`config.mk`:
```
export PLATFORM = sky130hd
export DESIGN_NAME = alu_and_fraction_multiplier_core_flat
export DESIGN_NICKNAME = d
export VERILOG_FILES = /design/src/rtl/afm_pkg.sv /design/src/rtl/afm_in_if.sv /design/src/rtl/afm_out_if.sv /design/src/rtl/afm_alu.sv /design/src/rtl/afm_mul.sv /design/src/rtl/alu_and_fraction_multiplier_core.sv /design/src/flat_wrapper.sv
export SDC_FILE = /design/constraint.sdc
export NUM_CORES = 1
export LEC_CHECK = 0
export ABC_CLOCK_PERIOD_IN_PS = 10850
export BUFFER_PORTS_ARGS = -buffer_cell sky130_fd_sc_hd__buf_2
export CORE_UTILIZATION = 60
export DETAILED_ROUTE_END_ITERATION = 7
export HOLD_SLACK_MARGIN = 0.02
export PLACE_DENSITY = 0.79
export SYNTH_ARGS = -nofsm -noshare
export SYNTH_HDL_FRONTEND = slang
export SYNTH_SLANG_ARGS = --single-unit
export TNS_END_PERCENT = 50
```
`constraint.sdc`:
```
create_clock -name i_clk -period 10.85 [get_ports i_clk]
set_clock_uncertainty 0.15 [all_clocks]
set_input_delay 1.085 -clock i_clk [delete_from_list [all_inputs] [get_ports i_clk]]
set_output_delay 1.085 -clock i_clk [all_outputs]
set_load 0.01 [all_outputs]
```
`src/rtl/afm_pkg.sv`:
```
package afm_pkg;

    localparam int DataWidth = 16;

    // ALU opcodes; every other code holds the kept result and flags
    localparam logic [3:0] FUNC_HOLD = 4'd0;
    localparam logic [3:0] FUNC_ADD  = 4'd1;
    localparam logic [3:0] FUNC_SUB  = 4'd2;
    localparam logic [3:0] FUNC_RSUB = 4'd3;
    localparam logic [3:0] FUNC_OR   = 4'd4;
    localparam logic [3:0] FUNC_AND  = 4'd5;
    localparam logic [3:0] FUNC_XOR  = 4'd6;
    localparam logic [3:0] FUNC_SRA  = 4'd7;
    localparam logic [3:0] FUNC_SHL  = 4'd8;

    localparam logic [14:0] MagFullMax    = 15'h7fff;
    localparam logic [10:0] MagReducedMax = 11'h07ff;
    localparam logic [15:0] MostNegFull   = 16'h8000;
    localparam logic [11:0] MostNegRed    = 12'h800;
    localparam logic [14:0] ProductSat    = 15'h7fff;

    typedef struct packed {
        logic [DataWidth-1:0] result;
        logic                 ovf;
        logic                 zero;
        logic                 minus;
    } t_alu_state;

    function automatic logic is_active(input logic [3:0] func);
        return (func >= FUNC_ADD) && (func <= FUNC_SHL);
    endfunction

endpackage

```
`src/rtl/afm_in_if.sv`:
```
interface afm_in_if;
    import afm_pkg::*;

    logic                        valid;
    logic                        ready;
    logic [3:0]                  func;
    logic signed [DataWidth-1:0] a_operand;
    logic signed [DataWidth-1:0] b_operand;
    logic signed [DataWidth-1:0] mul_left;
    logic signed [DataWidth-1:0] mul_right;
    logic                        full_precision;

    modport source (
        output valid, func, a_operand, b_operand, mul_left, mul_right, full_precision,
        input  ready
    );
    modport sink (
        input  valid, func, a_operand, b_operand, mul_left, mul_right, full_precision,
        output ready
    );
endinterface

```
`src/rtl/afm_out_if.sv`:
```
interface afm_out_if;
    import afm_pkg::*;

    logic                        valid;
    logic                        ready;
    logic signed [DataWidth-1:0] alu_result;
    logic                        overflow_flag;
    logic                        zero_flag;
    logic                        minus_flag;
    logic signed [DataWidth-1:0] product;

    modport source (
        output valid, alu_result, overflow_flag, zero_flag, minus_flag, product,
        input  ready
    );
    modport sink (
        input  valid, alu_result, overflow_flag, zero_flag, minus_flag, product,
        output ready
    );
endinterface

```
`src/rtl/afm_alu.sv`:
```
module afm_alu (
    input  logic [3:0]                    i_func,
    input  logic [afm_pkg::DataWidth-1:0] i_a,
    input  logic [afm_pkg::DataWidth-1:0] i_b,
    input  afm_pkg::t_alu_state           i_held,
    output afm_pkg::t_alu_state           o_next
);
    import afm_pkg::*;

    logic [DataWidth:0]   w_sum;
    logic [DataWidth-1:0] w_res;
    logic                 w_ovf;

    always_comb begin
        w_sum = '0;
        w_res = '0;
        w_ovf = 1'b0;
        unique case (i_func)
            FUNC_ADD: begin
                w_sum = {i_a[DataWidth-1], i_a} + {i_b[DataWidth-1], i_b};
                w_res = w_sum[DataWidth-1:0];
                w_ovf = w_sum[DataWidth] ^ w_sum[DataWidth-1];
            end
            FUNC_SUB: begin
                w_sum = {i_a[DataWidth-1], i_a} - {i_b[DataWidth-1], i_b};
                w_res = w_sum[DataWidth-1:0];
                w_ovf = w_sum[DataWidth] ^ w_sum[DataWidth-1];
            end
            FUNC_RSUB: begin
                w_sum = {i_b[DataWidth-1], i_b} - {i_a[DataWidth-1], i_a};
                w_res = w_sum[DataWidth-1:0];
                w_ovf = w_sum[DataWidth] ^ w_sum[DataWidth-1];
            end
            FUNC_OR:  w_res = i_a | i_b;
            FUNC_AND: w_res = i_a & i_b;
            FUNC_XOR: w_res = i_a ^ i_b;
            FUNC_SRA: begin
                w_res = {i_a[DataWidth-1], i_a[DataWidth-1:1]};
                w_ovf = i_a[0];
            end
            FUNC_SHL: begin
                w_res = {i_a[DataWidth-2:0], 1'b0};
                w_ovf = i_a[DataWidth-1];
            end
            default: begin
                w_res = '0;
                w_ovf = 1'b0;
            end
        endcase
    end

    always_comb begin
        if (is_active(i_func)) begin
            o_next.result = w_res;
            o_next.ovf    = w_ovf;
            o_next.zero   = (w_res == '0);
            o_next.minus  = w_res[DataWidth-1];
        end else begin
            o_next = i_held;
        end
    end
endmodule

```
`src/rtl/afm_mul.sv`:
```
module afm_mul (
    input  logic [afm_pkg::DataWidth-1:0] i_left,
    input  logic [afm_pkg::DataWidth-1:0] i_right,
    input  logic                          i_full,
    output logic [afm_pkg::DataWidth-1:0] o_product
);
    import afm_pkg::*;

    logic [11:0]          w_red_l, w_red_r;
    logic [11:0]          w_abs_red_l, w_abs_red_r;
    logic [15:0]          w_abs_l, w_abs_r;
    logic [14:0]          w_mag_l, w_mag_r;
    logic [29:0]          w_prod;
    logic [14:0]          w_mag;
    logic                 w_sat;
    logic                 w_neg;
    logic                 w_pos_l, w_pos_r;
    logic [DataWidth-1:0] w_mag16;

    // reduced mode: drop four low bits with an arithmetic shift
    assign w_red_l = i_left[15:4];
    assign w_red_r = i_right[15:4];

    assign w_abs_l     = i_left[15]  ? (~i_left + 16'd1)   : i_left;
    assign w_abs_r     = i_right[15] ? (~i_right + 16'd1)  : i_right;
    assign w_abs_red_l = w_red_l[11] ? (~w_red_l + 12'd1)  : w_red_l;
    assign w_abs_red_r = w_red_r[11] ? (~w_red_r + 12'd1)  : w_red_r;

    always_comb begin
        if (i_full) begin
            w_mag_l = (i_left  == MostNegFull) ? MagFullMax : w_abs_l[14:0];
            w_mag_r = (i_right == MostNegFull) ? MagFullMax : w_abs_r[14:0];
            w_sat   = (i_left == MostNegFull) && (i_right == MostNegFull);
        end else begin
            w_mag_l = {4'd0, (w_red_l == MostNegRed) ? MagReducedMax : w_abs_red_l[10:0]};
            w_mag_r = {4'd0, (w_red_r == MostNegRed) ? MagReducedMax : w_abs_red_r[10:0]};
            w_sat   = (w_red_l == MostNegRed) && (w_red_r == MostNegRed);
        end
    end

    assign w_prod = w_mag_l * w_mag_r;

    always_comb begin
        if (w_sat) begin
            w_mag = ProductSat;
        end else if (i_full) begin
            w_mag = w_prod[29:15];
        end else begin
            w_mag = w_prod[21:7];
        end
    end

    // sign from the original operands, zero counts as neither sign
    assign w_pos_l = !i_left[15]  && (i_left  != '0);
    assign w_pos_r = !i_right[15] && (i_right != '0);
    assign w_neg   = (w_pos_l && i_right[15]) || (i_left[15] && w_pos_r);

    assign w_mag16   = {1'b0, w_mag};
    assign o_product = w_neg ? (~w_mag16 + 16'd1) : w_mag16;
endmodule

```
`src/rtl/alu_and_fraction_multiplier_core.sv`:
```
// Execute unit: 16-bit ALU with overflow, zero and minus flags, plus a Q15
// sign-magnitude fraction multiplier.
//
// i_in  carries one microinstruction per beat: opcode, two ALU operands,
//       two multiplier operands and the precision mode.
// o_out carries one result per input beat, in order: ALU result, the three
//       flags and the product. Hold opcodes repeat the kept result and flags.
//
// A beat lands in the input register, the ALU and the 15x15 magnitude
// multiplier work on it combinationally and the result register takes it.
// Throughput is one beat per cycle while the receiver is ready, set by the
// single pass through the multiplier between those two registers.
//
// When the receiver stalls, the result register holds and the input
// register still takes one more beat; i_in.ready drops only when both
// are full. Reset clears both valid bits and the kept result and flags.
module alu_and_fraction_multiplier_core (
    input  logic       i_clk,
    input  logic       i_rst_n,
    afm_in_if.sink     i_in,
    afm_out_if.source  o_out
);
    import afm_pkg::*;

    logic                 r_in_valid;
    logic [3:0]           r_func;
    logic [DataWidth-1:0] r_a, r_b, r_ml, r_mr;
    logic                 r_full;

    logic                 r_out_valid;
    t_alu_state           r_held;
    t_alu_state           n_held;
    logic [DataWidth-1:0] r_product;
    logic [DataWidth-1:0] n_product;

    logic                 w_adv;
    logic                 w_load;

    assign w_adv      = !r_out_valid || o_out.ready;
    assign w_load     = r_in_valid && w_adv;
    assign i_in.ready = !r_in_valid || w_adv;

    afm_alu u_alu (
        .i_func (r_func),
        .i_a    (r_a),
        .i_b    (r_b),
        .i_held (r_held),
        .o_next (n_held)
    );

    afm_mul u_mul (
        .i_left    (r_ml),
        .i_right   (r_mr),
        .i_full    (r_full),
        .o_product (n_product)
    );

    always_ff @(posedge i_clk) begin
        if (!i_rst_n) begin
            r_in_valid <= 1'b0;
        end else if (i_in.ready) begin
            r_in_valid <= i_in.valid;
        end
        if (i_in.valid && i_in.ready) begin
            r_func <= i_in.func;
            r_a    <= i_in.a_operand;
            r_b    <= i_in.b_operand;
            r_ml   <= i_in.mul_left;
            r_mr   <= i_in.mul_right;
            r_full <= i_in.full_precision;
        end
    end

    // the kept state doubles as the result register
    always_ff @(posedge i_clk) begin
        if (!i_rst_n) begin
            r_out_valid <= 1'b0;
            r_held      <= '0;
        end else begin
            if (w_adv) begin
                r_out_valid <= r_in_valid;
            end
            if (w_load) begin
                r_held <= n_held;
            end
        end
        if (w_load) begin
            r_product <= n_product;
        end
    end

    assign o_out.valid         = r_out_valid;
    assign o_out.alu_result    = r_held.result;
    assign o_out.overflow_flag = r_held.ovf;
    assign o_out.zero_flag     = r_held.zero;
    assign o_out.minus_flag    = r_held.minus;
    assign o_out.product       = r_product;

    a_hold_keeps_state: assert property (@(posedge i_clk) disable iff (!i_rst_n)
        w_load && !is_active(r_func) |=> $stable(r_held))
        else $error("hold opcode changed the kept result or flags");

    a_zero_matches: assert property (@(posedge i_clk) disable iff (!i_rst_n)
        w_load && is_active(r_func) |=> r_held.zero == (r_held.result == '0))
        else $error("zero flag disagrees with result");

    a_minus_matches: assert property (@(posedge i_clk) disable iff (!i_rst_n)
        w_load && is_active(r_func) |=> r_held.minus == r_held.result[DataWidth-1])
        else $error("minus flag disagrees with result");

    a_load_gives_result: assert property (@(posedge i_clk) disable iff (!i_rst_n)
        w_load |=> r_out_valid)
        else $error("advanced beat did not reach the result register");

    a_empty_output_ready: assert property (@(posedge i_clk) disable iff (!i_rst_n)
        !r_out_valid |-> i_in.ready)
        else $error("input stalled with an empty result register");
endmodule

```
`src/flat_wrapper.sv`:
```
// flat-port wrapper written by rule: the top's interface ports become plain ports
module alu_and_fraction_multiplier_core_flat import afm_pkg::*;
  (i_clk, i_rst_n, i_in_valid, i_in_func, i_in_a_operand, i_in_b_operand, i_in_mul_left, i_in_mul_right, i_in_full_precision, i_in_ready, o_out_valid, o_out_alu_result, o_out_overflow_flag, o_out_zero_flag, o_out_minus_flag, o_out_product, o_out_ready);
  afm_in_if i_in_i ();
  afm_out_if o_out_i ();
  input  logic i_clk;
  input  logic i_rst_n;
  input wire logic [$bits(i_in_i.valid)-1:0] i_in_valid;
  input wire logic [$bits(i_in_i.func)-1:0] i_in_func;
  input wire logic [$bits(i_in_i.a_operand)-1:0] i_in_a_operand;
  input wire logic [$bits(i_in_i.b_operand)-1:0] i_in_b_operand;
  input wire logic [$bits(i_in_i.mul_left)-1:0] i_in_mul_left;
  input wire logic [$bits(i_in_i.mul_right)-1:0] i_in_mul_right;
  input wire logic [$bits(i_in_i.full_precision)-1:0] i_in_full_precision;
  output wire logic [$bits(i_in_i.ready)-1:0] i_in_ready;
  output wire logic [$bits(o_out_i.valid)-1:0] o_out_valid;
  output wire logic [$bits(o_out_i.alu_result)-1:0] o_out_alu_result;
  output wire logic [$bits(o_out_i.overflow_flag)-1:0] o_out_overflow_flag;
  output wire logic [$bits(o_out_i.zero_flag)-1:0] o_out_zero_flag;
  output wire logic [$bits(o_out_i.minus_flag)-1:0] o_out_minus_flag;
  output wire logic [$bits(o_out_i.product)-1:0] o_out_product;
  input wire logic [$bits(o_out_i.ready)-1:0] o_out_ready;
  assign i_in_i.valid = i_in_valid;
  assign i_in_i.func = i_in_func;
  assign i_in_i.a_operand = i_in_a_operand;
  assign i_in_i.b_operand = i_in_b_operand;
  assign i_in_i.mul_left = i_in_mul_left;
  assign i_in_i.mul_right = i_in_mul_right;
  assign i_in_i.full_precision = i_in_full_precision;
  assign i_in_ready = i_in_i.ready;
  assign o_out_valid = o_out_i.valid;
  assign o_out_alu_result = o_out_i.alu_result;
  assign o_out_overflow_flag = o_out_i.overflow_flag;
  assign o_out_zero_flag = o_out_i.zero_flag;
  assign o_out_minus_flag = o_out_i.minus_flag;
  assign o_out_product = o_out_i.product;
  assign o_out_i.ready = o_out_ready;
  alu_and_fraction_multiplier_core u_core (.i_clk(i_clk), .i_rst_n(i_rst_n), .i_in(i_in_i), .o_out(o_out_i));
endmodule
```
==> impl_metrics.env <==
export IMPL_drtIter0Drc=1310
export IMPL_min_from="u_core.o_out.alu_result[0]"
export IMPL_port_buffers=109
export IMPL_grt_pass1_vias=14200
export IMPL_ys_seq_elements=105
export IMPL_hold_violations=0
export IMPL_synth_edf_count=85
export IMPL_min_path_cells=2
export IMPL_grt_overflow=0
export IMPL_cts_tree="done"
export IMPL_maxSlewViolCount=0
export IMPL_rr_endpoint="u_core.o_out.product[14]"
export IMPL_final_cell_count_no_fill=2262
export IMPL_cts_hold_fix_buffers=0
export IMPL_synth_most_common_cell="inv_1"
export IMPL_fmax_ghz=0.0988
export IMPL_syn_instance_count=1867
export IMPL_synth_seq_area_share_pct=18.3
export IMPL_rsz0062_at_grt="no"
export IMPL_totalWireLength_mm=46.9
export IMPL_grt_start_max_net_pins=70
export IMPL_yosys_warnings=0
export IMPL_dr_pass1_iters=6
export IMPL_multiInputGateArea_mm2=0.0118
export IMPL_cp_arrival_ns=10.07
export IMPL_vias_per_cell=6.25
export IMPL_critPathMaxStageDelay_ns=0.90
export IMPL_critical_path_class="reg2reg"
export IMPL_fp_row_count=59
export IMPL_grt_antenna_before_repair=0
export IMPL_period_share_pct=93.2
export IMPL_hpwl_mm=37.8
export IMPL_gp_congestion=1.02
export IMPL_ys_async_sr_fraction_pct=0
export IMPL_r2r_slack_ns=0.73
export IMPL_worstSkewPairLatency_ns=0.37
export IMPL_worstPathRequired_ns=10.81
export IMPL_critical_path_most_common_cell="fa_1"
export IMPL_slowest_stage="a31oi_1"
export IMPL_start_util_pct=61.5
export IMPL_ctsHtreeMaxLevel=3
export IMPL_start_kind="register"
export IMPL_crit_reg2reg_launch="u_core.r_ml[5]"
export IMPL_syn_area_per_cell_um2=8.64
export IMPL_ff_latch_area_mm2=0.00295
export IMPL_synth_ff_type="edfxtp_1"
export IMPL_yosys_cell_types_count=81
export IMPL_finalSetupViolCount=0
export IMPL_core_area_mm2=0.0262
export IMPL_syn_nets=2269
export IMPL_hold_class="reg2reg"
export IMPL_drive_gt1_share_pct=9.70
export IMPL_fillCellCount=2186
export IMPL_clk_pin_slew_worst_paths_ns=0.09
export IMPL_die_w_um=166
export IMPL_num_vias=14100
export IMPL_clockBufferDepth=2
export IMPL_die_area_mm2=0.0275
export IMPL_crit_fanout=15
export IMPL_ios=110
export IMPL_root_buffer="clkbuf_16"
export IMPL_die_h_um=166
export IMPL_synth_area_mm2=0.0161
export IMPL_post_route_min_period_ns=10.12
export IMPL_diodes=0
export IMPL_max_slew_worst_pin_slew_ns=1.26
export IMPL_slew_limit_headroom_pct=15.7
export IMPL_drc_errors=0
export IMPL_max_cap_viol_count=0
export IMPL_antenna_left=0
export IMPL_numCtsBuffers=9
export IMPL_min_to="u_core.o_out.alu_result[0]"
export IMPL_yosysTopAreaCell="fa_1"
export IMPL_ff2ff_path_depth=28
export IMPL_dp_cells=2246
export IMPL_outcome="completed"
export IMPL_grtUsageTotal_pct=35.3
export IMPL_yosys_top_cells_area="fa_1 21%, edfxtp_1 16%, ha_1 12%, inv_1 6.3%, nand2_1 4.7%"
export IMPL_synth_commonest_cells="272 x inv_1, 203 x nand2_1, 193 x nor2_1"
export IMPL_synth_top_area_share_pct=21.0
export IMPL_wire_per_inst_um=20.8
export IMPL_cts_sinks=105
export IMPL_tns_ns=0
export IMPL_area_delta_synth_final_pct=6.78
export IMPL_final_nets=2324
export IMPL_grt_pass1_wl_mm=76.3
export IMPL_endpoint_kind="register"
## registers in the layout, indices dropped and copies added, names as in the netlist
name	count
u_core.o_out.alu_result	15
u_core.o_out.minus_flag	1
u_core.o_out.overflow_flag	1
u_core.o_out.product	16
u_core.o_out.valid	1
u_core.o_out.zero_flag	1
u_core.r_a	16
u_core.r_b	16
u_core.r_full	1
u_core.r_func	4
u_core.r_in_valid	1
u_core.r_ml	16
u_core.r_mr	16
## cell type report
cell class / instances / share of cell area, %
Sequential cell: 105 / 17.1
Timing Repair Buffer: 127 / 3.95
Clock inverter: 7 / 0.530
Tap cell: 335 / 2.43
Inverter: 272 / 5.93
Multi-Input combinational cell: 1407 / 68.7
Clock buffer: 9 / 1.31
## worst max-delay path: cells and delay by family, from the launching register on
kind / cells / cell delay, ns
fa+ha+maj: 8 / 3.76
simple gates: 6 / 1.44
xor+xnor: 1 / 0.18
compound gates: 8 / 3.35
flops: 1 / 0.42
buf+inv: 5 / 0.58
## stage by stage
stage	util (%)	hold WS [ns]	worst slack (ns)	instance area (um^2)
2_1_floorplan	-	0.328	2.13	16100
3_3_place_gp	64.5	0.303	1.20	16900
3_5_place_dp	64.5	0.305	0.959	16900
4_1_cts	65.7	0.318	0.930	17200
5_1_grt	65.7	0.348	0.00271	17200
6_report	65.7	0.317	0.734	17200
## cell families (layout without fill, tap and decap cells)
family          after synthesis  count (layout)  share of synthesized area, %
compound gates              392             392                          16.9
xor+xnor                     74              74                          4.02
fa+ha+maj                   329             329                          33.4
buf+inv                     355             415                          8.43
flops                       105             105                          18.3
mux                          20              20                          1.87
simple gates                592             592                          17.1
## layer usage
metal,up-vias,part of all wire [%],global-route usage (%)
li1,6457,-,-
met1,6865,40,44.8
met4,0,4.6,15.0
met5,-,0,0
met2,693,47,59.7
met3,126,8.4,5.84
## what timing repair did
action	in CTS	in global routing
resized for setup	0	1
setup endpoints to repair	0	1
setup buffers	0	0
## placed cells by master, fill, tap and decap left out, types with 9 or more instances in the layout
cell,instances
inv_1,272
nand2_1,203
nor2_1,193
fa_1,169
ha_1,160
buf_2,109
a21oi_1,86
edfxtp_1,85
o21ai_0,54
xnor2_1,39
xor2_1,35
nor3_1,27
nand3_1,24
and2_1,23
a21o_1,22
o22ai_1,20
a31oi_1,20
dfxtp_1,20
o21bai_1,19
and3_1,19
a22oi_1,19
buf_4,18
nor2b_1,17
or3_1,16
a211oi_1,15
nand2b_1,13
nand4_1,11
mux2i_1,11
a221oi_1,11
or2_2,10
o31ai_1,9
o21a_1,9
clkbuf_16,9
## how the worst max path moves through the flow
stage | end | slack (ns) | startpoint
floorplan | u_core.o_out.product[14] | 2.13 | u_core.r_ml[5]
global placement | u_core.o_out.product[14] | 1.20 | u_core.r_ml[5]
detailed placement | u_core.o_out.product[14] | 0.96 | u_core.r_ml[5]
CTS | u_core.o_out.product[14] | 0.93 | u_core.r_ml[5]
global route | u_core.o_out.product[14] | 0.003 | u_core.r_ml[5]
finish | u_core.o_out.product[14] | 0.73 | u_core.r_ml[5]
Power is left out: the tool's default activity adds up to more than one toggle a clock period on the data nets, which glitch-free logic cannot reach.
